--- config.mk ---
export PLATFORM = sky130hd
export DESIGN_NAME = pgt_sqrt_stage
export DESIGN_NICKNAME = d
export VERILOG_FILES = /design/src/rtl/core/pgt_pkg.sv /design/src/rtl/core/pgt_sqrt_stage.sv
export SDC_FILE = /design/constraint.sdc
export NUM_CORES = 1
export LEC_CHECK = 0
export ABC_CLOCK_PERIOD_IN_PS = 900
export BUFFER_PORTS_ARGS = -buffer_cell sky130_fd_sc_hd__buf_2
export CORE_ASPECT_RATIO = 1.2
export CORE_MARGIN = 2
export CORE_UTILIZATION = 40
export CTS_CLUSTER_SIZE = 12
export DETAILED_ROUTE_END_ITERATION = 16
export PLACE_DENSITY = 0.75
export SETUP_SLACK_MARGIN = 0.5
export SYNTH_ARGS = -nofsm -noshare
export SYNTH_HDL_FRONTEND = slang
export SYNTH_SLANG_ARGS = --single-unit
--- constraint.sdc ---
create_clock -name clk -period 0.9 [get_ports clk]
set_clock_uncertainty 0.05 [all_clocks]
set_input_delay 0.045 -clock clk [delete_from_list [all_inputs] [get_ports clk]]
set_output_delay 0.045 -clock clk [all_outputs]
set_load 0.02 [all_outputs]
--- src/rtl/core/pgt_pkg.sv ---
`timescale 1ns / 1ps
`default_nettype none

package pgt_pkg;

	// Sample format
	localparam int FRAC_BITS   = 16;
	localparam int UW          = FRAC_BITS + 1;     // uniform sample, closed [0,1]
	localparam int XW          = FRAC_BITS + 1;     // |2u - 1|
	localparam int XSQW        = 2 * FRAC_BITS + 1; // x squared
	localparam int WW          = 2 * FRAC_BITS;     // accepted radius squared

	// Log / divide pipeline
	localparam int KW          = 5;                 // MSB index of w
	localparam int MW          = 32;                // Q1.31 mantissa
	localparam int YW          = 32;                // log2 fraction bits
	localparam int LOG_STEPS   = 32;
	localparam int QW          = 33;                // x^2/w quotient, Q1.32
	localparam int ITER_STAGES = 33;

	// Scaling and square root
	localparam int NLW         = 38;
	localparam int R8W         = QW - 8;
	localparam int PW          = NLW + R8W;
	localparam int TW          = 40;
	localparam int SW          = 20;
	localparam int SQRT_STAGES = 20;
	localparam int SCW         = 16;
	localparam int OW          = 24;

	localparam logic [YW-1:0] LN2_Q32 = 32'd2977044472;
	localparam logic [OW-1:0] OUT_MAX = 24'h7FFFFF;
	localparam logic [OW-1:0] OUT_MIN = 24'h800000;
	localparam logic [SCW-1:0] SCALE_RESET = 16'd4096;

	typedef enum logic [0:0] {
		REG_SCALE  = 1'b0,
		REG_SERIAL = 1'b1
	} cfg_reg_t;

	typedef struct packed {
		logic            vld;
		logic            neg1;
		logic            neg2;
		logic [KW-1:0]   k;
		logic [MW-1:0]   m;
		logic [YW-1:0]   y;
		logic [WW-1:0]   d;
		logic [QW-1:0]   rem1;
		logic [QW-1:0]   rem2;
		logic [QW-1:0]   q1;
		logic [QW-1:0]   q2;
	} iter_t;

	typedef struct packed {
		logic            vld;
		logic            neg1;
		logic            neg2;
		logic [TW-1:0]   v1;
		logic [TW-1:0]   v2;
		logic [TW-1:0]   res1;
		logic [TW-1:0]   res2;
	} sqrt_t;

endpackage

`default_nettype wire

--- src/rtl/core/pgt_sqrt_stage.sv ---
`timescale 1ns / 1ps
`default_nettype none

module pgt_sqrt_stage
	import pgt_pkg::*;
#(
	parameter int IDX = 0
)
(
	input  wire logic clk,
	input  wire logic arst_n,
	input  wire logic en,
	input  sqrt_t     i_d,
	output sqrt_t     o_q
);

	localparam logic [TW-1:0] BIT = TW'(1) << (TW - 2 - 2 * IDX);

	// one digit of the bitwise integer square root: {v, res}
	function automatic logic [2*TW-1:0] sq_step(input logic [TW-1:0] v,
		input logic [TW-1:0] res);
		logic [TW-1:0] trial;
		trial = res + BIT;
		if (v >= trial) begin
			return {v - trial, (res >> 1) + BIT};
		end
		return {v, res >> 1};
	endfunction

	logic [2*TW-1:0] s1, s2;
	sqrt_t           nx;

	assign s1 = sq_step(i_d.v1, i_d.res1);
	assign s2 = sq_step(i_d.v2, i_d.res2);

	always_comb begin
		nx      = i_d;
		nx.v1   = s1[2*TW-1:TW];
		nx.res1 = s1[TW-1:0];
		nx.v2   = s2[2*TW-1:TW];
		nx.res2 = s2[TW-1:0];
	end

	always_ff @(posedge clk or negedge arst_n) begin
		if (!arst_n) begin
			o_q.vld <= 1'b0;
		end else if (en) begin
			o_q <= nx;
		end
	end

endmodule

`default_nettype wire

==> impl_metrics.yaml <==
logic_synthesis:
  yosysWarningCount: 0
  yosysTopAreaCellShare_pct: 45.0
  ys_ff_latch: 163
  synth_top_cell_by_area: "edfxtp_1"
  synth_fp_nets: 1296
  synth.area.top_cells: "edfxtp_1 45%, ha_1 9.3%, mux2_4 4.9%"
  synthFlopType: "edfxtp_1"
  synth_cell_types: 66
  ys_async_sr_fraction_pct: 0.613
  syn_inst: 1048
  syn_area_mm2: 0.0108
  synth_seq_area_share_pct: 45.2
  synth_area_per_cell_um2: 10.3
  synth_edf_count: 162
power_and_ir_drop:
  cellPowerDensity_mw_per_mm2: 1550
  leakage_nw: 8.59
  vdd_ir_drop_max_uv: 1250
critical_path:
  crit_required_ns: 1.03
  critPathMaxStageDelay_ns: 0.39
  crit_arrival_ns: 2.73
  crit_cells: 14
  cp_cell_sequence: "buf_8 -> inv_12 -> ha_4 -> fa_2 -> and2b_1 -> o31a_1 -> o21ai_2 -> nand2_2 -> a21oi_4 -> o311a_1 -> nor4_4 -> o22ai_4 -> buf_12 -> mux2_4"
  crit_type: "in -> reg"
  cp_max_fo: 14
  worst_setup_path_end_kind: "register"
  worstSetupStartpointType: "primary input"
  r2r_cells: 1
  slowest_stage: "fa_2"
  worst_path_dominant_cell_family: "compound AO/OA/AOI/OAI gates"
  crit_buf_inv: 3
sta:
  hold_slack_ns: -0.264
  rsz0062_at_grt: "true"
  finalMaxSlewViolations: 0
  fin_ws_ns: -1.69
  finalHoldViolations: 155
  layout_min_cycle_time_ns: 2.59
  worst_pin_slew_ns: 0.660
  setup_viol: 247
  max_slew_margin_pct: 55.5
  finalCritPeriodShare_pct: 288
  fmax_mhz: 385
global_routing:
  grtUsageTotal_pct: 25.9
  grt_max_degree: 43
  antenna_found_initial: 5
  grt_pass1_wl_um: 57500
  grt_overflow: 0
  first_global_vias: 11470
route:
  via_per_inst: 5.52
  drt-initial-drc-count: 702
  drtPass1Iterations: 6
  wl_um: 42800
  drc: 0
  vias: 11521
  ant_nets: 0
  routedWlPerCell_um: 20.5
layout:
  largest_reg_flops: 163
  final_common_cell: "buf_4"
  final_cell_mix: "304 x buf_4, 201 x buf_2, 162 x edfxtp_1, 147 x buf_6, 90 x inv_1"
  multi_input_area_mm2: 0.00617
  fillerInstances: 1667
  regMostFlops: "o_q"
  reg_top3: "o_q: 163 flops"
  synthToLayoutAreaGrowth_pct: 71.8
  regArea_mm2: 0.00489
  final_nets: 1986
  stdcell_area_mm2: 0.0186
  drive_gt1_share_pct: 52.7
outcome:
  status: "complete, but fails checks"
  failed_checks: "negative hold slack, negative setup slack"
place:
  pre_cts_ws_ns: -2.18
  routabilityCongestion: 0.906
  hpwl_um: 27500
  io_buffers: 328
  place_area_mm2: 0.0155
clocking:
  clock_sinks: 163
  cts-buffers-inserted: 17
  cts.reportedPaths.clkPinSlew_ns: 0.07
  hold_buffers: 1
  worstSkewPairLatency_ns: 0.43
  cts-root-buf: "clkbuf_16"
  h-tree-depth: 4
  cts_tree: "built"
  cts_buffer_depth: 2
min_path:
  min_path_cells: 1
  hold_path_class: "in -> reg"
die:
  rows: 65
  ios: 329
  die_w_um: 154
  start_util_pct: 40.9
  core_area_mm2: 0.0264
  fp.dieH_um: 184
  die_area_mm2: 0.0284
flow_run:
  cap_violations: 0
==> metrics by stage <==
| stage | utilization (%) | power [mW] | TNS [ns] | hold WS [ns] | cells |
|---|---|---|---|---|---|
| 2_1_floorplan | - | 15.0 | -259.90 | -0.301 | 1048 |
| 3_3_place_gp | 58.5 | 18.4 | -182.95 | -0.125 | 1985 |
| 3_5_place_dp | 58.5 | 18.6 | -189.23 | -0.108 | 1985 |
| 4_1_cts | 65.2 | 27.3 | -155.62 | -0.288 | 2045 |
| 5_1_grt | 70.3 | 29.8 | -169.38 | -0.279 | 2087 |
| 6_report | 70.3 | 28.8 | -161.27 | -0.264 | 2088 |
==> repair_timing <==
action	CTS	global route
pin swaps	21	19
buffers inserted	17	22
setup endpoints to repair	410	410
gates cloned	10	19
hold endpoints to repair	162	158
resized for setup	237	217
==> power breakdown <==
| group | switching (mW) | internal (mW) |
|---|---|---|
| logic | 5.85 | 6.10 |
| clock network | 3.17 | 4.09 |
| registers | 0.312 | 9.26 |
==> final cells by class <==
| cell class | count | area share, % |
|---|---|---|
| diodes | 2 | 0.0269 |
| clock buffers | 23 | 2.41 |
| clock inverters | 9 | 0.593 |
| inverters | 97 | 2.09 |
| multi-input cells | 750 | 33.2 |
| flip-flops and latches | 163 | 26.3 |
| well taps | 335 | 2.26 |
| repair buffers | 709 | 33.1 |
==> path summary, 6_finish.rpt <==
path / start / end / slack, ns
max: i_d[120] / o_q[136] / -1.69
min: i_d[61] / o_q[60] / -0.26
max reg2reg: o_q[162] / o_q[162] / 0.08
min reg2reg: o_q[162] / o_q[162] / 0.48
max in group asynchronous: arst_n / o_q[162] / 0.75
min in group asynchronous: arst_n / o_q[162] / -0.04
==> synthesized netlist by cell type (4+ instances only) <==
cell type and number:
o211ai_1 5, buf_2 10, o21ai_1 8, a21o_1 33, and2_1 5, o31ai_1 9
o21bai_1 8, and3_1 7, nor3_1 11, a21oi_1 83, inv_1 97, edfxtp_1 162
nand4_1 15, a21boi_0 6, or3_1 5, o21a_1 16, nor2_1 56, clkbuf_1 24
o31a_1 5, mux2_4 35, xor2_1 33, ha_1 80, nor2b_1 12, mux2_2 4
a211oi_1 5, xnor2_1 38, nand2_1 92, nand3_1 27, o21ai_0 87, mux2i_1 4
or2_2 4, a31oi_1 8
==> logic make-up after synthesis <==
logic type	after synthesis	synth area share [%]
muxes	43	5.64
adders and majority gates	82	9.62
AOI/OAI and AO/OA	307	17.9
buffers and inverters	135	5.18
and+or+nand+nor	247	10.7
DFF	163	45.2
xor gates and xnor gates	71	5.75
==> per-layer routing <==
metal	track usage, %	wire (um)	up-vias
li1	-	-	5228
met2	52.1	23700	655
met5	0	41	-
met3	5.85	3100	178
met1	24.5	13700	5454
met4	12.2	2270	6
Power figures use the tool's default switching activity.
