## src/rtl/core/pgt_pkg.sv

```systemverilog
`timescale 1ns / 1ps
`default_nettype none

package pgt_pkg;

	// Sample format
	localparam int FRAC_BITS   = 16;
	localparam int UW          = FRAC_BITS + 1;     // uniform sample, closed [0,1]
	localparam int XW          = FRAC_BITS + 1;     // |2u - 1|
	localparam int XSQW        = 2 * FRAC_BITS + 1; // x squared
	localparam int WW          = 2 * FRAC_BITS;     // accepted radius squared

	// Log / divide pipeline
	localparam int KW          = 5;                 // MSB index of w
	localparam int MW          = 32;                // Q1.31 mantissa
	localparam int YW          = 32;                // log2 fraction bits
	localparam int LOG_STEPS   = 32;
	localparam int QW          = 33;                // x^2/w quotient, Q1.32
	localparam int ITER_STAGES = 33;

	// Scaling and square root
	localparam int NLW         = 38;
	localparam int R8W         = QW - 8;
	localparam int PW          = NLW + R8W;
	localparam int TW          = 40;
	localparam int SW          = 20;
	localparam int SQRT_STAGES = 20;
	localparam int SCW         = 16;
	localparam int OW          = 24;

	localparam logic [YW-1:0] LN2_Q32 = 32'd2977044472;
	localparam logic [OW-1:0] OUT_MAX = 24'h7FFFFF;
	localparam logic [OW-1:0] OUT_MIN = 24'h800000;
	localparam logic [SCW-1:0] SCALE_RESET = 16'd4096;

	typedef enum logic [0:0] {
		REG_SCALE  = 1'b0,
		REG_SERIAL = 1'b1
	} cfg_reg_t;

	typedef struct packed {
		logic            vld;
		logic            neg1;
		logic            neg2;
		logic [KW-1:0]   k;
		logic [MW-1:0]   m;
		logic [YW-1:0]   y;
		logic [WW-1:0]   d;
		logic [QW-1:0]   rem1;
		logic [QW-1:0]   rem2;
		logic [QW-1:0]   q1;
		logic [QW-1:0]   q2;
	} iter_t;

	typedef struct packed {
		logic            vld;
		logic            neg1;
		logic            neg2;
		logic [TW-1:0]   v1;
		logic [TW-1:0]   v2;
		logic [TW-1:0]   res1;
		logic [TW-1:0]   res2;
	} sqrt_t;

endpackage

`default_nettype wire

```

## src/rtl/core/pgt_if.sv

```systemverilog
`timescale 1ns / 1ps
`default_nettype none


interface pgt_out_if
	import pgt_pkg::*;
();
	logic                 valid;
	logic                 ready;
	logic signed [OW-1:0] value_first;
	logic signed [OW-1:0] value_second;
	logic                 last;

	modport source (output valid, output value_first, output value_second, output last,
		input ready);
	modport sink   (input valid, input value_first, input value_second, input last,
		output ready);
endinterface

`default_nettype wire

```

## src/rtl/core/pgt_out.sv

```systemverilog
`timescale 1ns / 1ps
`default_nettype none

module pgt_out
	import pgt_pkg::*;
(
	input  wire logic           clk,
	input  wire logic           arst_n,
	input  sqrt_t               i_d,
	input  wire logic [SCW-1:0] scale,
	input  wire logic           serial_mode,
	output logic                adv,
	pgt_out_if.source           res
);

	// saturate a magnitude with sign to signed Q8.16
	function automatic logic [OW-1:0] to_q816(input logic [OW-1:0] mag, input logic neg);
		if (neg) begin
			return mag[OW-1] ? OUT_MIN : (~mag + OW'(1));
		end
		return mag[OW-1] ? OUT_MAX : mag;
	endfunction

	logic                 vld_o1, n1_o1, n2_o1;
	logic [SW+SCW-1:0]    m1_o1, m2_o1;
	logic                 out_vld_q, phase_q;
	logic [OW-1:0]        v1_q, v2_q;
	logic                 beat_done;

	assign beat_done = res.ready & (~serial_mode | phase_q);
	assign adv       = ~out_vld_q | beat_done;

	always_ff @(posedge clk or negedge arst_n) begin
		if (!arst_n) begin
			vld_o1 <= 1'b0;
		end else if (adv) begin
			vld_o1 <= i_d.vld;
			n1_o1  <= i_d.neg1;
			n2_o1  <= i_d.neg2;
			m1_o1  <= i_d.res1[SW-1:0] * scale;
			m2_o1  <= i_d.res2[SW-1:0] * scale;
		end
	end

	always_ff @(posedge clk or negedge arst_n) begin
		if (!arst_n) begin
			out_vld_q <= 1'b0;
			phase_q   <= 1'b0;
		end else if (adv) begin
			out_vld_q <= vld_o1;
			phase_q   <= 1'b0;
			v1_q      <= to_q816(m1_o1[SW+SCW-1:12], n1_o1);
			v2_q      <= to_q816(m2_o1[SW+SCW-1:12], n2_o1);
		end else if (res.ready && serial_mode) begin
			phase_q <= 1'b1;
		end
	end

	assign res.valid        = out_vld_q;
	assign res.value_first  = (serial_mode && !phase_q) ? v2_q : v1_q;
	assign res.value_second = serial_mode ? '0 : v2_q;
	assign res.last         = ~serial_mode | phase_q;

endmodule

`default_nettype wire
```

## src/flat_wrapper.sv

```systemverilog
// flat-port wrapper written by rule: the top's interface ports become plain ports
module pgt_out_flat import pgt_pkg::*;
  (clk, arst_n, i_d, scale, serial_mode, adv, res_valid, res_value_first, res_value_second, res_last, res_ready);
  pgt_out_if res_i ();
  input  wire logic clk;
  input  wire logic arst_n;
  input  sqrt_t i_d;
  input  wire logic [SCW-1:0] scale;
  input  wire logic serial_mode;
  output logic adv;
  output wire logic [$bits(res_i.valid)-1:0] res_valid;
  output wire logic [$bits(res_i.value_first)-1:0] res_value_first;
  output wire logic [$bits(res_i.value_second)-1:0] res_value_second;
  output wire logic [$bits(res_i.last)-1:0] res_last;
  input wire logic [$bits(res_i.ready)-1:0] res_ready;
  assign res_valid = res_i.valid;
  assign res_value_first = res_i.value_first;
  assign res_value_second = res_i.value_second;
  assign res_last = res_i.last;
  assign res_i.ready = res_ready;
  pgt_out u_core (.clk(clk), .arst_n(arst_n), .i_d(i_d), .scale(scale), .serial_mode(serial_mode), .adv(adv), .res(res_i));
endmodule
```

## config.mk

```make
export PLATFORM = sky130hd
export DESIGN_NAME = pgt_out_flat
export DESIGN_NICKNAME = d
export VERILOG_FILES = /design/src/rtl/core/pgt_pkg.sv /design/src/rtl/core/pgt_if.sv /design/src/rtl/core/pgt_out.sv /design/src/flat_wrapper.sv
export SDC_FILE = /design/constraint.sdc
export NUM_CORES = 2
export LEC_CHECK = 0
export ABC_AREA = 1
export BUFFER_PORTS_ARGS = -buffer_cell sky130_fd_sc_hd__buf_2
export CAP_MARGIN = 5
export CORE_ASPECT_RATIO = 1.25
export CORE_MARGIN = 3
export CORE_UTILIZATION = 30
export CTS_CLUSTER_SIZE = 10
export DETAILED_ROUTE_END_ITERATION = 7
export PLACE_DENSITY_LB_ADDON = 0.1
export SYNTH_ARGS = -nofsm -noshare
export SYNTH_HDL_FRONTEND = slang
export SYNTH_SLANG_ARGS = --single-unit
```

## constraint.sdc

```tcl
create_clock -name clk -period 14.7 [get_ports clk]
set_input_delay 0 -clock clk [delete_from_list [all_inputs] [get_ports clk]]
set_output_delay 0 -clock clk [all_outputs]
set_load 0.01 [all_outputs]
```

==> summary.md <==
| Metric | Value |
|---|---|
| Status | `complete, no violations` |
| Slowest-stage cell, CP | `fa_1` |
| Count of input and output buffers | `113` |
| Synth Warn # | `0` |
| Die span in x | `271 um` |
| Buf/Inv on CP | `8` |
| Met3 wire len | `1.54 mm` |
| F_max | `0.179 GHz` |
| #FFs+latches synth | `101` |
| Top-count cell post-synth | `inv_1` |
| Die H | `337 um` |
| Row cnt | `120` |
| Synth Cell Area | `26,400 um2` |
| CP Max Fanout | `40` |
| CTS tree | `done` |
| Clock Latency Late Sink | `350 ps` |
| DR top layer | `met4` |
| Final ANT Viol Nets | `0` |
| Total gr overflow | `0` |
| Synth top cells by count | `inv_1, nand2_1, fa_1, ha_1, nor2_1` |
| Post-synth top area share | `0.378` |
| WP data arrival | `5710 ps` |
| Starting Density | `0.305` |
| First-pass GRT wire length | `126 mm` |
| Area leader, netlist | `fa_1` |
| Worst EP required | `14,810 ps` |
| Vias | `20,300` |
| Routed WL | `79.6 mm` |
| # IOs | `234` |
| Layout Nets | `4,290` |
| Setup TNS | `0 ps` |
| GPL Wtd Cong | `0.865` |
| Max transition margin | `0.297` |
| Max Clock Skew | `8.02 ps` |
| Final min period | `5600 ps` |
| M1 wire length | `30.6 mm` |
| Post-synth cell types | `39` |
| DR iter-0 viols | `746` |
| Sink Count | `101` |
| Htree depth | `3` |
| Met2 WL post-DR | `45.9 mm` |
| Crit path max-delay family | `adder cells` |
| CTS buffer count | `9` |
| Synth Area per Inst | `7.75 um2` |
| Final Hold Fails | `0` |
| DR pass1 iterations | `5` |
| Crit path launch type | `input port` |
| Inst Count DP | `4,539` |
| CP max stage delay | `570 ps` |
| Die area | `91,500 um2` |
| Critical path start-end classification | `in -> reg` |
| GRT Total Usage | `0.179` |
| Layout cells sized above 1 | `0.0485` |
| Slew Limit Fails | `0` |
| Initial antenna violation count | `4` |
| Crit. End Element | `flip-flop` |
| Clk slew on worst S/H paths | `70 ps` |
| Layout Cells excl Fill | `4,565` |
| Largest net degree at the start of global routing | `54` |
| Drt drc | `0` |
| Slew @ Worst Pin | `1050 ps` |
| Synth async-reset ratio | `0.0297` |
| RSZ-0062 raised after global routing | `false` |
| Postcts setup bufs | `0` |
| Syn_nets | `4,296` |
| Via/cell ratio | `4.44` |
| CTS root buf | `clkbuf_16` |
| Clk buf depth | `2` |
| Core box area | `86,500 um2` |
| Top cells by area, synth | `fa_1, inv_1, nand2_1, edfxtp_1, ha_1` |
| Multi-input combinational cell area | `19,200 um2` |
| Mapped Cells | `3,403` |
| Setup-failing EPs final | `0` |
| HPWL after DPL | `63.2 mm` |
| Crit share post-route | `0.381` |
| Sequential share of the synthesized area | `0.114` |
| Crit-path cells | `buf_2, buf_4, nand2_1, fa_1, inv_1, fa_1, inv_1, fa_1, inv_1, fa_1, fa_1, inv_1, fa_1, inv_1, ha_1, a21oi_1, nor2_1, nor2_1, a21boi_0, nand2_1, a21oi_1, inv_1, nand2_1, nand2_1` |
| P&R area growth vs syn | `7.37%` |
| Per-cell routed wire length | `17.4 um` |
| Ys flop type | `edfxtp_1` |
| Worst min-delay path category | `in -> reg` |
| Fill count | `9,487` |
| Post-synth EDFFs | `98` |
| Vias in the first global route | `22,600` |
| Register area | `3020 um2` |
| Max_cap viols | `0` |
==> placed cells by master, fill, tap and decap left out, drive strengths merged, types with 42 or more instances in the layout <==
| cell | synthesis | layout |
|---|---|---|
| nor2 | 185 | 185 |
| xor2 | 50 | 50 |
| a21oi | 92 | 92 |
| ha | 212 | 212 |
| edfxtp | 98 | 98 |
| buf | 6 | 132 |
| nand2 | 902 | 902 |
| fa | 498 | 498 |
| inv | 949 | 951 |
| nand3 | 42 | 42 |
| o21ai | 86 | 86 |
==> logic make-up after synthesis <==
kind of cell / after synthesis / share of synthesized area
fa+ha+maj: 710 / 0.479
simple gates: 1180 / 0.175
buf+inv: 1107 / 0.158
compound gates: 231 / 0.0492
flops: 101 / 0.114
xor+xnor: 74 / 0.0246
==> state kept, by name (all words and copies together), names as in the netlist <==
signal / flops
u_core.vld_o1: 1
u_core.phase_q: 1
u_core.m1_o1: 24
u_core.n2_o1: 1
u_core.v1_q: 24
u_core.v2_q: 24
u_core.m2_o1: 24
u_core.n1_o1: 1
u_core.res.valid: 1
==> per-layer routing <==
metal  up-vias  track usage
li1       9816            -
met1     10200        0.193
met2       211        0.375
met3        88       0.0133
met4         0       0.0354
met5         -            0
==> path summary, 6_finish.rpt <==
kind / start / to / slack [ps] / cells after the start
min reg2reg: u_core.vld_o1 / u_core.res.valid / 460 / 2
min: serial_mode / u_core.phase_q / 360 / 5
max reg2reg: u_core.m2_o1[35] / u_core.v2_q[16] / 12370 / 6
max in group asynchronous: arst_n / u_core.vld_o1 / 13950 / 3
min in group asynchronous: arst_n / u_core.phase_q / 590 / 3
max: scale[7] / u_core.m2_o1[25] / 9100 / 24
==> repair_timing <==
action,CTS,global route
resized for setup,0,0
hold buffers,6,0
endpoints found under the hold margin,7,0
==> stage by stage <==
stage,setup slack [ps],utilization,area [um2],hold WS (ps)
after global placement,8710,0.323,27900,-186
after floorplan,6440,-,26400,-296
after global routing,8810,0.327,28300,362
after detailed placement,8650,0.323,27900,-187
final,9100,0.327,28300,361
after CTS,9020,0.327,28300,343
==> worst reg2reg max path, cell delays in order (launching register included) <==
cell      delay [ps]
edfxtp_1         830
clkinv_1         490
nand4_1          260
nor3_1            90
nor2_1           160
a21oi_1           70
xor2_1           170
==> cell type report <==
| cell class | count | area share |
|---|---|---|
| multi-input cells | 2195 | 0.678 |
| inverters | 952 | 0.126 |
| flip-flops and latches | 101 | 0.107 |
| well taps | 1159 | 0.0512 |
| repair buffers | 138 | 0.0271 |
| clock buffers | 9 | 0.00795 |
| clock inverters | 7 | 0.00256 |
| diodes | 4 | 0.000354 |
Power is left out: the tool's default activity adds up to more than one toggle a clock period on the data nets, which glitch-free logic cannot reach.
