### src/rtl/core/pgt_pkg.sv
`timescale 1ns / 1ps
`default_nettype none

package pgt_pkg;

	// Sample format
	localparam int FRAC_BITS   = 16;
	localparam int UW          = FRAC_BITS + 1;     // uniform sample, closed [0,1]
	localparam int XW          = FRAC_BITS + 1;     // |2u - 1|
	localparam int XSQW        = 2 * FRAC_BITS + 1; // x squared
	localparam int WW          = 2 * FRAC_BITS;     // accepted radius squared

	// Log / divide pipeline
	localparam int KW          = 5;                 // MSB index of w
	localparam int MW          = 32;                // Q1.31 mantissa
	localparam int YW          = 32;                // log2 fraction bits
	localparam int LOG_STEPS   = 32;
	localparam int QW          = 33;                // x^2/w quotient, Q1.32
	localparam int ITER_STAGES = 33;

	// Scaling and square root
	localparam int NLW         = 38;
	localparam int R8W         = QW - 8;
	localparam int PW          = NLW + R8W;
	localparam int TW          = 40;
	localparam int SW          = 20;
	localparam int SQRT_STAGES = 20;
	localparam int SCW         = 16;
	localparam int OW          = 24;

	localparam logic [YW-1:0] LN2_Q32 = 32'd2977044472;
	localparam logic [OW-1:0] OUT_MAX = 24'h7FFFFF;
	localparam logic [OW-1:0] OUT_MIN = 24'h800000;
	localparam logic [SCW-1:0] SCALE_RESET = 16'd4096;

	typedef enum logic [0:0] {
		REG_SCALE  = 1'b0,
		REG_SERIAL = 1'b1
	} cfg_reg_t;

	typedef struct packed {
		logic            vld;
		logic            neg1;
		logic            neg2;
		logic [KW-1:0]   k;
		logic [MW-1:0]   m;
		logic [YW-1:0]   y;
		logic [WW-1:0]   d;
		logic [QW-1:0]   rem1;
		logic [QW-1:0]   rem2;
		logic [QW-1:0]   q1;
		logic [QW-1:0]   q2;
	} iter_t;

	typedef struct packed {
		logic            vld;
		logic            neg1;
		logic            neg2;
		logic [TW-1:0]   v1;
		logic [TW-1:0]   v2;
		logic [TW-1:0]   res1;
		logic [TW-1:0]   res2;
	} sqrt_t;

endpackage

`default_nettype wire

### src/rtl/core/pgt_front.sv
`timescale 1ns / 1ps
`default_nettype none

module pgt_front
	import pgt_pkg::*;
(
	input  wire logic          clk,
	input  wire logic          arst_n,
	input  wire logic          en,
	input  wire logic          in_vld,
	input  wire logic [UW-1:0] ua,
	input  wire logic [UW-1:0] ub,
	output iter_t              o_q
);

	localparam logic [UW:0] ONE = (UW+1)'(1) << FRAC_BITS;

	// clamp, map to |2u-1|, return {neg, x}
	function automatic logic [XW:0] fold(input logic [UW-1:0] u);
		logic [UW:0] uc;
		logic [UW:0] a;
		logic        neg;
		logic [UW:0] x;
		uc  = ({1'b0, u} > ONE) ? ONE : {1'b0, u};
		a   = {uc[UW-1:0], 1'b0};
		neg = a < ONE;
		x   = neg ? (ONE - a) : (a - ONE);
		return {neg, x[XW-1:0]};
	endfunction

	logic [XW:0] f1, f2;
	assign f1 = fold(ua);
	assign f2 = fold(ub);

	logic          vld_s1, n1_s1, n2_s1;
	logic [XW-1:0] x1_s1, x2_s1;

	always_ff @(posedge clk or negedge arst_n) begin
		if (!arst_n) begin
			vld_s1 <= 1'b0;
		end else if (en) begin
			vld_s1 <= in_vld;
			n1_s1  <= f1[XW];
			n2_s1  <= f2[XW];
			x1_s1  <= f1[XW-1:0];
			x2_s1  <= f2[XW-1:0];
		end
	end

	logic [2*XW-1:0] sq1, sq2;
	assign sq1 = x1_s1 * x1_s1;
	assign sq2 = x2_s1 * x2_s1;

	logic            vld_s2, n1_s2, n2_s2;
	logic [XSQW-1:0] xsq1_s2, xsq2_s2;

	always_ff @(posedge clk or negedge arst_n) begin
		if (!arst_n) begin
			vld_s2 <= 1'b0;
		end else if (en) begin
			vld_s2  <= vld_s1;
			n1_s2   <= n1_s1;
			n2_s2   <= n2_s1;
			xsq1_s2 <= sq1[XSQW-1:0];
			xsq2_s2 <= sq2[XSQW-1:0];
		end
	end

	// drop pairs on or outside the unit circle, and the zero radius
	logic [XSQW:0] wsum;
	logic          w_ok;
	assign wsum = {1'b0, xsq1_s2} + {1'b0, xsq2_s2};
	assign w_ok = (wsum != '0) && (wsum[XSQW:WW] == '0);

	logic          vld_s3, n1_s3, n2_s3;
	logic [WW-1:0] w_s3, xsq1_s3, xsq2_s3;

	always_ff @(posedge clk or negedge arst_n) begin
		if (!arst_n) begin
			vld_s3 <= 1'b0;
		end else if (en) begin
			vld_s3  <= vld_s2 & w_ok;
			n1_s3   <= n1_s2;
			n2_s3   <= n2_s2;
			w_s3    <= wsum[WW-1:0];
			xsq1_s3 <= xsq1_s2[WW-1:0];
			xsq2_s3 <= xsq2_s2[WW-1:0];
		end
	end

	// normalize w to a Q1.31 mantissa
	logic [KW-1:0] k;
	logic [MW-1:0] m;
	iter_t         nx;

	always_comb begin
		k = '0;
		for (int i = 0; i < WW; i++) begin
			if (w_s3[i]) k = KW'(i);
		end
		m = w_s3 << (KW'(MW-1) - k);
	end

	always_comb begin
		nx      = '0;
		nx.vld  = vld_s3;
		nx.neg1 = n1_s3;
		nx.neg2 = n2_s3;
		nx.k    = k;
		nx.m    = m;
		nx.d    = w_s3;
		nx.rem1 = {1'b0, xsq1_s3};
		nx.rem2 = {1'b0, xsq2_s3};
	end

	always_ff @(posedge clk or negedge arst_n) begin
		if (!arst_n) begin
			o_q.vld <= 1'b0;
		end else if (en) begin
			o_q <= nx;
		end
	end

endmodule

`default_nettype wire

### config.mk
export PLATFORM = sky130hd
export DESIGN_NAME = pgt_front
export DESIGN_NICKNAME = d
export VERILOG_FILES = /design/src/rtl/core/pgt_pkg.sv /design/src/rtl/core/pgt_front.sv
export SDC_FILE = /design/constraint.sdc
export NUM_CORES = 1
export LEC_CHECK = 0
export BUFFER_PORTS_ARGS = -buffer_cell sky130_fd_sc_hd__buf_2
export CORE_AREA = 2 2 272 274
export DETAILED_ROUTE_END_ITERATION = 10
export DIE_AREA = 0 0 274 276
export MAX_ROUTING_LAYER = met4
export PLACE_DENSITY = 0.63
export SETUP_SLACK_MARGIN = 0.15
export SYNTH_ARGS = -nofsm -noshare
export SYNTH_HDL_FRONTEND = slang
export SYNTH_SLANG_ARGS = --single-unit
### constraint.sdc
create_clock -name clk -period 7.55 [get_ports clk]
set_input_delay 0.755 -clock clk [delete_from_list [all_inputs] [get_ports clk]]
set_output_delay 0.755 -clock clk [all_outputs]
set_load 0.1 [all_outputs]
==> metrics.log <==
INFO  metric timing.hold.worst_endpoint = o_q[93]
INFO  metric number_of_setup_violations_in_the_final_report = 0
INFO  metric fp.dieArea = 75600 um^2
INFO  metric critPathSlowestCell = sky130_fd_sc_hd__edfxtp_1
INFO  metric chipWidth = 274 um
INFO  metric path_clk_slew = 60 ps
INFO  metric hold_path.startpoint = xsq2_s3[27]
INFO  metric first_pass_iters = 5
INFO  metric post_synth_num_cell_types = 83
INFO  metric hpwlAfterDp = 50200 um
INFO  metric post_drt_via_cell_ratio = 4.88
INFO  metric global_route_wire_length_before_repair = 100000 um
INFO  metric crit_path_start_kind = flop
INFO  metric ff2ff_path_depth = 24
INFO  metric ctsRootBufferMaster = sky130_fd_sc_hd__clkbuf_16
INFO  metric worstSkewPairLatency = 570 ps
INFO  metric crit_path_end_kind = flop
INFO  metric timing.critical_path.cells = nand2_1 > fa_1 > inv_1 > fa_1 > inv_1 > fa_1 > inv_1 > fa_1 > inv_1 > fa_1 > inv_1 > fa_1 > ha_1 > nor3_1 > nand2b_1 > a31oi_1 > o31ai_1 > buf_4 > a21boi_0 > o31ai_1 > a211o_1 > a221o_1 > a21oi_1 > xnor2_1
INFO  metric row_count = 99
INFO  metric fraction_of_final_layout_cells_sized_beyond_drive_strength_1 = 0.0973
INFO  metric report.final.slew_viol_count = 0
INFO  metric cp_slowest_stage_delay = 730 ps
INFO  metric worst_r2r_endpoint = xsq2_s2[31]
INFO  metric setup_total_negative_slack = 0 ps
INFO  metric yosys_warnings = 0
INFO  metric grt_usage = 0.173
INFO  metric numCtsBuffers = 39
INFO  metric worst_pin_slew = 1130 ps
INFO  metric timing.max_slew.rel_slack = 0.246
INFO  metric clock-skew-final = 27.9 ps
INFO  metric crit_top_cell = sky130_fd_sc_hd__fa_1
INFO  metric seq_area_frac_synth = 0.327
INFO  metric r2r_setup_slack = 580 ps
INFO  metric synth-main-ff-cell = sky130_fd_sc_hd__edfxtp_1
INFO  metric run_status = finished clean
INFO  metric htree_num_levels = 2
INFO  metric worst_hold_path.num_cells = 0
INFO  metric area_growth_syn_to_layout = 9.45%
INFO  metric worstPathRequired = 7860 ps
INFO  metric critical_path_class = reg -> reg
INFO  metric floorplan.die.height = 276 um
INFO  metric first_iter_violations = 1356
INFO  metric synth-edff-count = 311
INFO  metric design.core.area = 72600 um^2
INFO  metric async_reset_ff_frac = 0.0127
INFO  metric detail_route.drc_violations = 0
INFO  metric drt_wl_cell = 16.4 um
INFO  metric cap_violations = 0
INFO  metric hold_violations = 0
INFO  metric buffer_ports.inserted = 163
INFO  metric routed-via-count = 18574
INFO  metric hold_path.class = reg -> reg
INFO  metric first_global_vias = 18885
INFO  metric ant_nets = 0
INFO  metric synth_cells = 2656
INFO  metric path_buf_inv = 6
INFO  metric gp_routability_congestion = 0.921
INFO  metric tritoncts = built
INFO  metric timing.critical_path.arrival = 7280 ps
INFO  metric routed_wirelength = 62500 um
INFO  metric antenna_found_initial = 1
INFO  metric crit_family = adder cells
INFO  metric grt_start_max_net_pins = 187
INFO  metric ys_seq_elements = 315
INFO  metric timing.critical_path.depth = 24
INFO  metric overflow = 0
INFO  metric syn_area = 28800 um^2
INFO  metric period_share = 0.923
INFO  metric rsz_0062_raised_after_global_routing = no
INFO  metric fmax = 0.144 GHz
INFO  metric cts_sinks = 315
INFO  metric postLayoutCoreUtil = 0.435
INFO  metric final_critical_path_time_including_i_o_delays_and_setup = 6970 ps
INFO  metric r2r-start = x2_s1[12]
INFO  metric post_cts.repair.setup_buffers = 0
INFO  metric io-pin-count = 274
INFO  metric largest_fanout_on_the_critical_path = 14
INFO  metric floorplan.initialDensity = 0.397
INFO  metric post_layout_nets = 3442
INFO  metric mean_instance_size_in_the_synthesized_netlist = 10.9 um^2
INFO  metric cts-root-to-sink-buffers = 3
==> stage by stage <==
step                      area, um^2  cells  worst slack [ps]  hold slack [ps]
final                          31600   3806               582              413
after global placement         30300   3739               718              401
after global routing           31600   3805               218              421
after floorplan                29200   2765              1250              400
after detailed placement       30300   3739               613              405
after CTS                      31600   3805               586              411
==> cell type report <==
type | instances | area [um^2]
fill | 6957 | 41000
multi-input combinational | 1758 | 16800
sequential | 315 | 9440
inverter | 528 | 1980
tap | 959 | 1200
clock buffer | 45 | 1020
timing repair buffer | 180 | 958
clock inverter | 20 | 180
antenna | 1 | 2.50
==> layer usage <==
metal	global-route usage	wire [um]	vias to the layer above
met4	0.0569	2000	0
met3	0.0216	2950	93
li1	-	-	8850
met5	-	0	-
met1	0.239	28600	9212
met2	0.264	28900	419
==> worst max path at each step <==
stage,to,start
floorplan,xsq2_s2[31],x2_s1[4]
global placement,xsq2_s2[31],x2_s1[12]
detailed placement,xsq2_s2[31],x2_s1[12]
CTS,xsq2_s2[31],x2_s1[11]
global route,xsq2_s2[31],x2_s1[12]
finish,xsq2_s2[31],x2_s1[12]
==> synthesized netlist by cell type (5+ instances only) <==
master	number	area, um^2
sky130_fd_sc_hd__inv_1	526	1970
sky130_fd_sc_hd__fa_1	329	6590
sky130_fd_sc_hd__edfxtp_1	311	9340
sky130_fd_sc_hd__ha_1	253	3170
sky130_fd_sc_hd__nand2_1	163	612
sky130_fd_sc_hd__nor2_1	129	484
sky130_fd_sc_hd__and2_1	127	795
sky130_fd_sc_hd__buf_4	111	833
sky130_fd_sc_hd__a21oi_1	95	475
sky130_fd_sc_hd__xnor2_1	67	587
sky130_fd_sc_hd__mux2i_1	55	551
sky130_fd_sc_hd__o21ai_0	49	245
sky130_fd_sc_hd__clkbuf_1	46	173
sky130_fd_sc_hd__xor2_1	35	307
sky130_fd_sc_hd__a21o_1	25	188
sky130_fd_sc_hd__o21a_1	24	180
sky130_fd_sc_hd__nand3_1	23	115
sky130_fd_sc_hd__nor3_1	22	110
sky130_fd_sc_hd__nor2b_1	19	119
sky130_fd_sc_hd__nand2b_1	18	113
sky130_fd_sc_hd__nor4_1	15	93.8
sky130_fd_sc_hd__a211oi_1	12	90.1
sky130_fd_sc_hd__mux2_2	11	124
sky130_fd_sc_hd__o21bai_1	11	82.6
sky130_fd_sc_hd__o31ai_1	11	82.6
sky130_fd_sc_hd__a31oi_1	9	56.3
sky130_fd_sc_hd__and3_1	8	50.1
sky130_fd_sc_hd__nand4_1	8	50.1
sky130_fd_sc_hd__o22ai_1	7	43.8
sky130_fd_sc_hd__o41ai_1	7	61.3
sky130_fd_sc_hd__or2_2	7	43.8
sky130_fd_sc_hd__or3_1	7	43.8
sky130_fd_sc_hd__a21boi_0	6	45.0
sky130_fd_sc_hd__a2111oi_0	5	43.8
sky130_fd_sc_hd__o211ai_1	5	37.5
sky130_fd_sc_hd__o221ai_1	5	43.8
sky130_fd_sc_hd__or4_1	5	37.5
==> what timing repair did <==
item / 4_1_cts / 5_1_grt
resized for setup: 0 / 0
hold buffers: 1 / 0
hold endpoints to repair: 4 / 0
==> layout by cell type, fill, tap and decap left out, types with 55 or more instances in the layout <==
cell type,instances
sky130_fd_sc_hd__inv_1,526
sky130_fd_sc_hd__fa_1,329
sky130_fd_sc_hd__edfxtp_1,311
sky130_fd_sc_hd__ha_1,253
sky130_fd_sc_hd__nand2_1,163
sky130_fd_sc_hd__buf_2,163
sky130_fd_sc_hd__nor2_1,129
sky130_fd_sc_hd__and2_1,126
sky130_fd_sc_hd__conb_1,110
sky130_fd_sc_hd__a21oi_1,95
sky130_fd_sc_hd__xnor2_1,67
sky130_fd_sc_hd__mux2i_1,55
==> registers in the layout, indices dropped and copies added, names as in the netlist <==
name	cells
w_s3	30
n2_s2	1
n1_s1	1
vld_s3	1
x2_s1	16
n2_s3	1
n1_s3	1
x1_s1	16
vld_s1	1
xsq1_s3	29
n2_s1	1
vld_s2	1
xsq1_s2	30
n1_s2	1
o_q	126
xsq2_s3	29
xsq2_s2	30
==> cell families (layout without fill, tap and decap cells) <==
group                      after synthesis  count (layout)  synth area share
DFF                                    315             315             0.327
adders and majority gates              582             582             0.338
and+or+nand+nor                        571             571            0.0985
buffers and inverters                  692             773             0.106
muxes                                   66              66            0.0234
other                                    1             111          0.000130
AOI/OAI and AO/OA                      327             327            0.0758
xor gates and xnor gates               102             102            0.0310
==> worst reg2reg max path, stage by stage (launching register included) <==
cell and delay, ps:
sky130_fd_sc_hd__edfxtp_1 730, sky130_fd_sc_hd__nand2_1 200, sky130_fd_sc_hd__fa_1 560, sky130_fd_sc_hd__inv_1 60, sky130_fd_sc_hd__fa_1 530, sky130_fd_sc_hd__inv_1 50
sky130_fd_sc_hd__fa_1 500, sky130_fd_sc_hd__inv_1 60, sky130_fd_sc_hd__fa_1 520, sky130_fd_sc_hd__inv_1 50, sky130_fd_sc_hd__fa_1 470, sky130_fd_sc_hd__inv_1 50
sky130_fd_sc_hd__fa_1 430, sky130_fd_sc_hd__ha_1 230, sky130_fd_sc_hd__nor3_1 290, sky130_fd_sc_hd__nand2b_1 100, sky130_fd_sc_hd__a31oi_1 240, sky130_fd_sc_hd__o31ai_1 130
sky130_fd_sc_hd__buf_4 180, sky130_fd_sc_hd__a21boi_0 280, sky130_fd_sc_hd__o31ai_1 170, sky130_fd_sc_hd__a211o_1 330, sky130_fd_sc_hd__a221o_1 310, sky130_fd_sc_hd__a21oi_1 180
sky130_fd_sc_hd__xnor2_1 80
Power is not shown: default switching activity piles up to over one toggle a cycle in this logic, so the estimate is an artifact.
