**src/rtl/core/pgt_pkg.sv**
```systemverilog
`timescale 1ns / 1ps
`default_nettype none

package pgt_pkg;

	// Sample format
	localparam int FRAC_BITS   = 16;
	localparam int UW          = FRAC_BITS + 1;     // uniform sample, closed [0,1]
	localparam int XW          = FRAC_BITS + 1;     // |2u - 1|
	localparam int XSQW        = 2 * FRAC_BITS + 1; // x squared
	localparam int WW          = 2 * FRAC_BITS;     // accepted radius squared

	// Log / divide pipeline
	localparam int KW          = 5;                 // MSB index of w
	localparam int MW          = 32;                // Q1.31 mantissa
	localparam int YW          = 32;                // log2 fraction bits
	localparam int LOG_STEPS   = 32;
	localparam int QW          = 33;                // x^2/w quotient, Q1.32
	localparam int ITER_STAGES = 33;

	// Scaling and square root
	localparam int NLW         = 38;
	localparam int R8W         = QW - 8;
	localparam int PW          = NLW + R8W;
	localparam int TW          = 40;
	localparam int SW          = 20;
	localparam int SQRT_STAGES = 20;
	localparam int SCW         = 16;
	localparam int OW          = 24;

	localparam logic [YW-1:0] LN2_Q32 = 32'd2977044472;
	localparam logic [OW-1:0] OUT_MAX = 24'h7FFFFF;
	localparam logic [OW-1:0] OUT_MIN = 24'h800000;
	localparam logic [SCW-1:0] SCALE_RESET = 16'd4096;

	typedef enum logic [0:0] {
		REG_SCALE  = 1'b0,
		REG_SERIAL = 1'b1
	} cfg_reg_t;

	typedef struct packed {
		logic            vld;
		logic            neg1;
		logic            neg2;
		logic [KW-1:0]   k;
		logic [MW-1:0]   m;
		logic [YW-1:0]   y;
		logic [WW-1:0]   d;
		logic [QW-1:0]   rem1;
		logic [QW-1:0]   rem2;
		logic [QW-1:0]   q1;
		logic [QW-1:0]   q2;
	} iter_t;

	typedef struct packed {
		logic            vld;
		logic            neg1;
		logic            neg2;
		logic [TW-1:0]   v1;
		logic [TW-1:0]   v2;
		logic [TW-1:0]   res1;
		logic [TW-1:0]   res2;
	} sqrt_t;

endpackage

`default_nettype wire

```
**src/rtl/core/pgt_iter_stage.sv**
```systemverilog
`timescale 1ns / 1ps
`default_nettype none

module pgt_iter_stage
	import pgt_pkg::*;
#(
	parameter int IDX = 0
)
(
	input  wire logic clk,
	input  wire logic arst_n,
	input  wire logic en,
	input  iter_t     i_d,
	output iter_t     o_q
);

	localparam bit DO_LOG = IDX < LOG_STEPS;
	localparam int YPOS   = (IDX < LOG_STEPS) ? (LOG_STEPS - 1 - IDX) : 0;
	localparam int QPOS   = QW - 1 - IDX;

	// one restoring quotient bit: {bit, remainder}
	function automatic logic [QW:0] div_step(input logic [QW-1:0] rem,
		input logic [WW-1:0] d);
		logic [QW-1:0] rs;
		logic          ge;
		rs = (IDX == 0) ? rem : {rem[QW-2:0], 1'b0};
		ge = rs >= {1'b0, d};
		return {ge, ge ? (rs - {1'b0, d}) : rs};
	endfunction

	logic [2*MW-1:0] sq;
	logic [MW:0]     t;
	logic [QW:0]     s1, s2;
	iter_t           nx;

	assign sq = i_d.m * i_d.m;
	assign t  = sq[2*MW-1:MW-1];
	assign s1 = div_step(i_d.rem1, i_d.d);
	assign s2 = div_step(i_d.rem2, i_d.d);

	always_comb begin
		nx = i_d;
		if (DO_LOG) begin
			if (t[MW]) begin
				nx.m       = t[MW:1];
				nx.y[YPOS] = 1'b1;
			end else begin
				nx.m = t[MW-1:0];
			end
		end
		nx.q1[QPOS] = s1[QW];
		nx.q2[QPOS] = s2[QW];
		nx.rem1     = s1[QW-1:0];
		nx.rem2     = s2[QW-1:0];
	end

	always_ff @(posedge clk or negedge arst_n) begin
		if (!arst_n) begin
			o_q.vld <= 1'b0;
		end else if (en) begin
			o_q <= nx;
		end
	end

endmodule

`default_nettype wire

```
**config.mk**
```make
export PLATFORM = sky130hd
export DESIGN_NAME = pgt_iter_stage
export DESIGN_NICKNAME = d
export VERILOG_FILES = /design/src/rtl/core/pgt_pkg.sv /design/src/rtl/core/pgt_iter_stage.sv
export SDC_FILE = /design/constraint.sdc
export NUM_CORES = 2
export LEC_CHECK = 0
export ABC_AREA = 0
export BUFFER_PORTS_ARGS = -buffer_cell sky130_fd_sc_hd__buf_2
export CAP_MARGIN = 0
export CORE_MARGIN = 2
export CORE_UTILIZATION = 60
export DETAILED_ROUTE_END_ITERATION = 8
export GPL_ROUTABILITY_DRIVEN = 0
export PLACE_DENSITY_LB_ADDON = 0.25
export SYNTH_ARGS = -nofsm -noshare
export SYNTH_HDL_FRONTEND = slang
export SYNTH_SLANG_ARGS = --single-unit
```
**constraint.sdc**
```tcl
create_clock -name clk -period 0.9 [get_ports clk]
set_clock_uncertainty 0.05 [all_clocks]
set_input_delay 0.18 -clock clk [delete_from_list [all_inputs] [get_ports clk]]
set_output_delay 0.18 -clock clk [all_outputs]
set_load 0.02 [all_outputs]
```
==> results of run 1 <==
==> synthesized netlist by cell type, drive strengths merged (66+ instances only) <==
library cell  number
inv             1034
fa               793
nand2            383
ha               364
edfxtp           235
and2             234
clkbuf           126
a21oi            113
o21ai            111
nor2              83
a21o              72
xor2              66
==> routing by layer <==
metal  overflow  track usage [%]
met1          0             59.5
met2          2             83.6
met4          2             51.2
met5          0             17.3
met3          0             35.4
==> per-stage QoR <==
step / worst slack (ns) / utilization [%] / setup TNS, ns
3_5_place_dp: -7.39 / 75.5 / -471.02
2_1_floorplan: -6.32 / - / -658.93
3_3_place_gp: -7.22 / 75.5 / -459.58
4_1_cts: -6.34 / 84.2 / -422.49
==> logic make-up after synthesis <==
group / Yosys count / share of synthesized area [%]
AO/OA/AOI/OAI: 456 / 7.52
AND/OR/NAND/NOR: 838 / 9.94
XOR/XNOR: 127 / 2.73
buffers and inverters: 1177 / 11.0
multiplexers: 43 / 1.19
flip-flops: 236 / 17.4
adder cells (fa/ha/maj): 1157 / 50.2
==> what timing repair did <==
item,4_1_cts
endpoints found under the hold margin,196
pin swaps,174
setup endpoints to repair,337
buffers inserted,75
gates resized for setup,632
cloned,11
hold buffers,198
==> impl_summary.log, run 1 <==
INFO  metric antenna_found_initial = 40
INFO  metric global_route.overflow_total = 4
INFO  metric numPortBuffers = 472
INFO  metric place_hpwl = 106000 µm
INFO  metric vertical_die_dimension = 264 µm
INFO  metric failed_stage = global routing (5_1_grt)
INFO  metric avgSynthCellArea = 10.1 µm²
INFO  metric synth_top_cells_by_area = sky130_fd_sc_hd__fa_1 39%, sky130_fd_sc_hd__edfxtp_1 17%, sky130_fd_sc_hd__ha_1 11%
INFO  metric overall_fraction_of_global_route_tracks_in_use = 58.7%
INFO  metric outcome = stopped before the end
INFO  metric ys.warnings.count = 0
INFO  metric boundaryPins = 475
INFO  metric cts_max_level = 1
INFO  metric cts_num_sinks = 236
INFO  metric clk_path_buf_depth = 3
INFO  metric cts-root-buf = sky130_fd_sc_hd__clkbuf_16
INFO  metric netlist.top_cell.by_area = sky130_fd_sc_hd__fa_1
INFO  metric largest_net_degree_at_the_start_of_global_routing = 34
INFO  metric mappedNetlistArea = 0.0407 mm²
INFO  metric synthesis.instances = 4034
INFO  metric detailed_place.area = 0.0507 mm²
INFO  metric seq_cells_post_synth = 236
INFO  metric synth_fp_nets = 5430
INFO  metric initial_utilization = 60.6%
INFO  metric stop_error = [ERROR GRT-0232] Routing congestion too high. Check the congestion heatmap in the GUI.
INFO  metric synth.distinct_cells = 78
INFO  metric ys_dominant_reg_cell = sky130_fd_sc_hd__edfxtp_1
INFO  metric synth_largest_type_area_fraction = 39.0%
INFO  metric yosysSeqAreaShare = 17.4%
INFO  metric worst_path_end_type = register data pin
INFO  metric number_of_cts_inserted_buffers = 24
INFO  metric grt_repair_worst_endpoint = o_q[214]$_DFFE_PP_/D
INFO  metric dieWidth = 264 µm
INFO  metric placedCellCount = 6075
INFO  metric synth_edf_count = 235
INFO  metric synth_async_sr_flop_share = 0.424%
INFO  metric floorplan.rows = 95
==> run 2: changes to the inputs <==
- CORE_UTILIZATION: 60 -> 40
- PLACE_DENSITY_LB_ADDON: 0.25 -> 0.15
==> run 2 against run 1 <==
The flow now finishes, with violations (negative setup slack). Synthesized cell count did not move. Area after synthesis did not move.
==> impl_summary.log, run 2 <==
INFO  metric floorplan.rows = 116 (was 95)
INFO  metric mostFrequentLayoutCell = sky130_fd_sc_hd__inv_1
INFO  metric dieWidth = 323 µm (was 264 µm)
INFO  metric synth_async_sr_flop_share = 0.424% (unchanged)
INFO  metric slew-limit-headroom = 39.7%
INFO  metric rr_startpoint = o_q[235]
INFO  metric dieArea = 0.104 mm²
INFO  metric synth_fp_nets = 5430 (unchanged)
INFO  metric seq_cells_post_synth = 236 (unchanged)
INFO  metric floorplan.core_area = 0.100 mm²
INFO  metric outcome = complete, but fails checks (was stopped before the end)
INFO  metric cp-start-kind = primary input
INFO  metric worst_slew_pin_slew = 0.893 ns
INFO  metric setup_ws = -6.35 ns
INFO  metric timing.hold.worst.start = i_d[67]
INFO  metric vertical_die_dimension = 323 µm (was 264 µm)
INFO  metric yosysSeqAreaShare = 17.4% (unchanged)
INFO  metric worst-r2r-cell-count = 1
INFO  metric final_core_util = 58.0%
INFO  metric synth_largest_type_area_fraction = 39.0% (unchanged)
INFO  metric holdPathStages = 3
INFO  metric netlist.top_cell.by_area = sky130_fd_sc_hd__fa_1 (unchanged)
INFO  metric area_growth_syn_to_layout = 43.1%
INFO  metric synth.distinct_cells = 78 (unchanged)
INFO  metric finalHoldViolCount = 0
INFO  metric initial_utilization = 40.5% (was 60.6%)
INFO  metric timing.rr.end = o_q[235]
INFO  metric place_hpwl = 116000 µm (was 106000 µm)
INFO  metric grt_pass1_vias = 36357
INFO  metric largest_net_degree_at_the_start_of_global_routing = 25
INFO  metric top_register = o_q
INFO  metric crit_path_end_kind = register
INFO  metric antenna_found_initial = 16
INFO  metric drv.max_cap_violation_count = 0
INFO  metric synth_edf_count = 235 (unchanged)
INFO  metric number_of_cts_inserted_buffers = 24 (unchanged)
INFO  metric hold_path_class = in -> reg
INFO  metric firstDrtPassIters = 5
INFO  metric ys.warnings.count = 0 (unchanged)
INFO  metric accumulated_negative_setup_slack = -416.43 ns
INFO  metric crit_fanout = 8
INFO  metric post-route-drc-count = 0
INFO  metric synthesis.instances = 4034 (unchanged)
INFO  metric synth_top_cells_by_area = sky130_fd_sc_hd__fa_1 39%, sky130_fd_sc_hd__edfxtp_1 17%, sky130_fd_sc_hd__ha_1 11% (unchanged)
INFO  metric layout.cells.most_common_list = 1003 x sky130_fd_sc_hd__inv_1, 846 x sky130_fd_sc_hd__buf_4, 747 x sky130_fd_sc_hd__fa_1
INFO  metric mappedNetlistArea = 0.0407 mm² (unchanged)
INFO  metric max_ffs_per_register = 236
INFO  metric hold_end = o_q[67]
INFO  metric clock_insertion_delay_worst_skew = 0.54 ns
INFO  metric finalWirelength = 140000 µm
INFO  metric overall_fraction_of_global_route_tracks_in_use = 27.1%
INFO  metric numPortBuffers = 472 (unchanged)
INFO  metric fin_nets = 6938
INFO  metric setup_viol_count_final = 338
INFO  metric cts_max_level = 1 (unchanged)
INFO  metric global_route.overflow_total = 0
INFO  metric period_minus_slack = 7.25 ns
INFO  metric vias = 33245
INFO  metric synth.most_common_cell = sky130_fd_sc_hd__inv_1 (unchanged)
INFO  metric final_antenna_net_count = 0
INFO  metric registers_with_the_highest_flip_flop_counts = o_q (236)
INFO  metric worstSetupPathType = in -> reg
INFO  metric grt_pass1_wl = 212000 µm
INFO  metric critical_path_required = 1.13 ns
INFO  metric cts_num_sinks = 236 (unchanged)
INFO  metric violations = negative setup slack
INFO  metric route.detailed.vias_per_inst = 4.80
INFO  metric tritoncts = built
INFO  metric ys_dominant_reg_cell = sky130_fd_sc_hd__edfxtp_1 (unchanged)
INFO  metric max_freq = 138 MHz
INFO  metric avgSynthCellArea = 10.1 µm² (unchanged)
INFO  metric timing.critical_path.arrival = 7.48 ns
INFO  metric wire_per_inst = 20.2 µm
INFO  metric finalCritPeriodShare = 806%
INFO  metric dr.first_iter.drc_count = 1674
INFO  metric clk_pin_slew = 0.07 ns
INFO  metric fraction_of_final_layout_cells_sized_beyond_drive_strength_1 = 33.6%
INFO  metric boundaryPins = 475 (unchanged)
INFO  metric setup.reg_to_reg.worst_slack = 0.09 ns
INFO  metric clk_path_buf_depth = 3 (unchanged)
INFO  metric cts-root-buf = sky130_fd_sc_hd__clkbuf_16 (unchanged)
INFO  metric finalMaxSlewViolations = 0
INFO  metric rsz0062_at_grt = yes
INFO  metric netlist_top_cells_count = 1033 x sky130_fd_sc_hd__inv_1, 793 x sky130_fd_sc_hd__fa_1, 383 x sky130_fd_sc_hd__nand2_1 (unchanged)
## run 2: cell counts after synthesis
No cell type changed its count.
## run 2: metrics by stage
step | std cells | hold WS [ns] | setup slack, ns | area (µm²)
final | 6930 | 0.0521 | -6.35 | 58200
after global routing | 6928 | 0.0591 | -6.53 | 58200
after CTS | 6917 | 0.0197 | -6.24 | 57900
after detailed placement | 6615 | -0.0866 | -7.70 | 51800
after global placement | 6615 | -0.0873 | -7.58 | 51800
after floorplan | 4034 | -0.166 | -6.32 | 41700
## run 2: cells by family (layout without fill, tap and decap cells)
logic type / count (synthesis) / count (layout) / share of synthesized area (%)
buf+inv: 1177 / 2700 / 11.0
fa+ha+maj: 1157 / 1157 / 50.2
simple gates: 838 / 838 / 9.94
compound gates: 456 / 459 / 7.52
flops: 236 / 236 / 17.4
xor+xnor: 127 / 127 / 2.73
mux: 43 / 43 / 1.19
other cells: 0 / 13 / 0
## run 2: routing by layer
metal | part of all wire (%) | up-vias | wire length, µm | track usage [%]
met5 | 0.016 | - | 22 | 0
met4 | 4.0 | 4 | 5600 | 9.23
met3 | 5.3 | 199 | 7380 | 3.48
met2 | 50 | 886 | 69700 | 48.0
met1 | 41 | 16653 | 57000 | 33.9
li1 | - | 15503 | - | -
## run 2: worst max-delay path by stage
stage | to | cells after the start | slack, ns | from
after global routing | o_q[218] | 29 | -6.53 | i_d[222]
after detailed placement | o_q[209] | 25 | -7.70 | i_d[209]
after floorplan | o_q[222] | 26 | -6.32 | i_d[215]
after global placement | o_q[209] | 25 | -7.58 | i_d[209]
after CTS | o_q[224] | 30 | -6.24 | i_d[204]
final | o_q[224] | 28 | -6.35 | i_d[211]
## run 2: area by class of cell
cell class,instances,area [µm²]
inverter,1035,3940
tap,1357,1700
clock buffer,29,641
timing repair buffer,1621,13500
fill,8686,42200
multi-input combinational,2624,31100
clock inverter,15,186
sequential,236,7080
antenna,13,32.5
## run 2: repair_timing
| action | in CTS | in global routing |
|---|---|---|
| hold buffers | 201 | 0 |
| buffers inserted | 50 | 0 |
| cloned | 13 | 0 |
| setup endpoints to repair | 337 | 338 |
| pin swaps | 152 | 36 |
| gates resized for setup | 684 | 63 |
| endpoints found under the hold margin | 199 | 0 |
## run 2: critical path, stage by stage
cell and delay, ns:
sky130_fd_sc_hd__buf_6 0.10, sky130_fd_sc_hd__clkinvlp_4 0.21, sky130_fd_sc_hd__nor2_4 0.15, sky130_fd_sc_hd__fa_1 0.46, sky130_fd_sc_hd__fa_1 0.55, sky130_fd_sc_hd__inv_2 0.05
sky130_fd_sc_hd__fa_1 0.50, sky130_fd_sc_hd__fa_1 0.50, sky130_fd_sc_hd__inv_1 0.05, sky130_fd_sc_hd__fa_1 0.55, sky130_fd_sc_hd__fa_2 0.44, sky130_fd_sc_hd__fa_1 0.50
sky130_fd_sc_hd__inv_1 0.06, sky130_fd_sc_hd__fa_1 0.51, sky130_fd_sc_hd__inv_2 0.05, sky130_fd_sc_hd__ha_4 0.27, sky130_fd_sc_hd__nand4_1 0.19, sky130_fd_sc_hd__nor3_4 0.32
sky130_fd_sc_hd__nand3_2 0.15, sky130_fd_sc_hd__a31oi_4 0.24, sky130_fd_sc_hd__o31ai_4 0.10, sky130_fd_sc_hd__buf_6 0.13, sky130_fd_sc_hd__o31ai_4 0.34, sky130_fd_sc_hd__o21ai_4 0.15
sky130_fd_sc_hd__a31o_4 0.32, sky130_fd_sc_hd__buf_6 0.15, sky130_fd_sc_hd__buf_4 0.12, sky130_fd_sc_hd__mux2i_1 0.11
Power of run 2 is not shown: default switching activity piles up to over one toggle a cycle in this logic, so the estimate is an artifact.
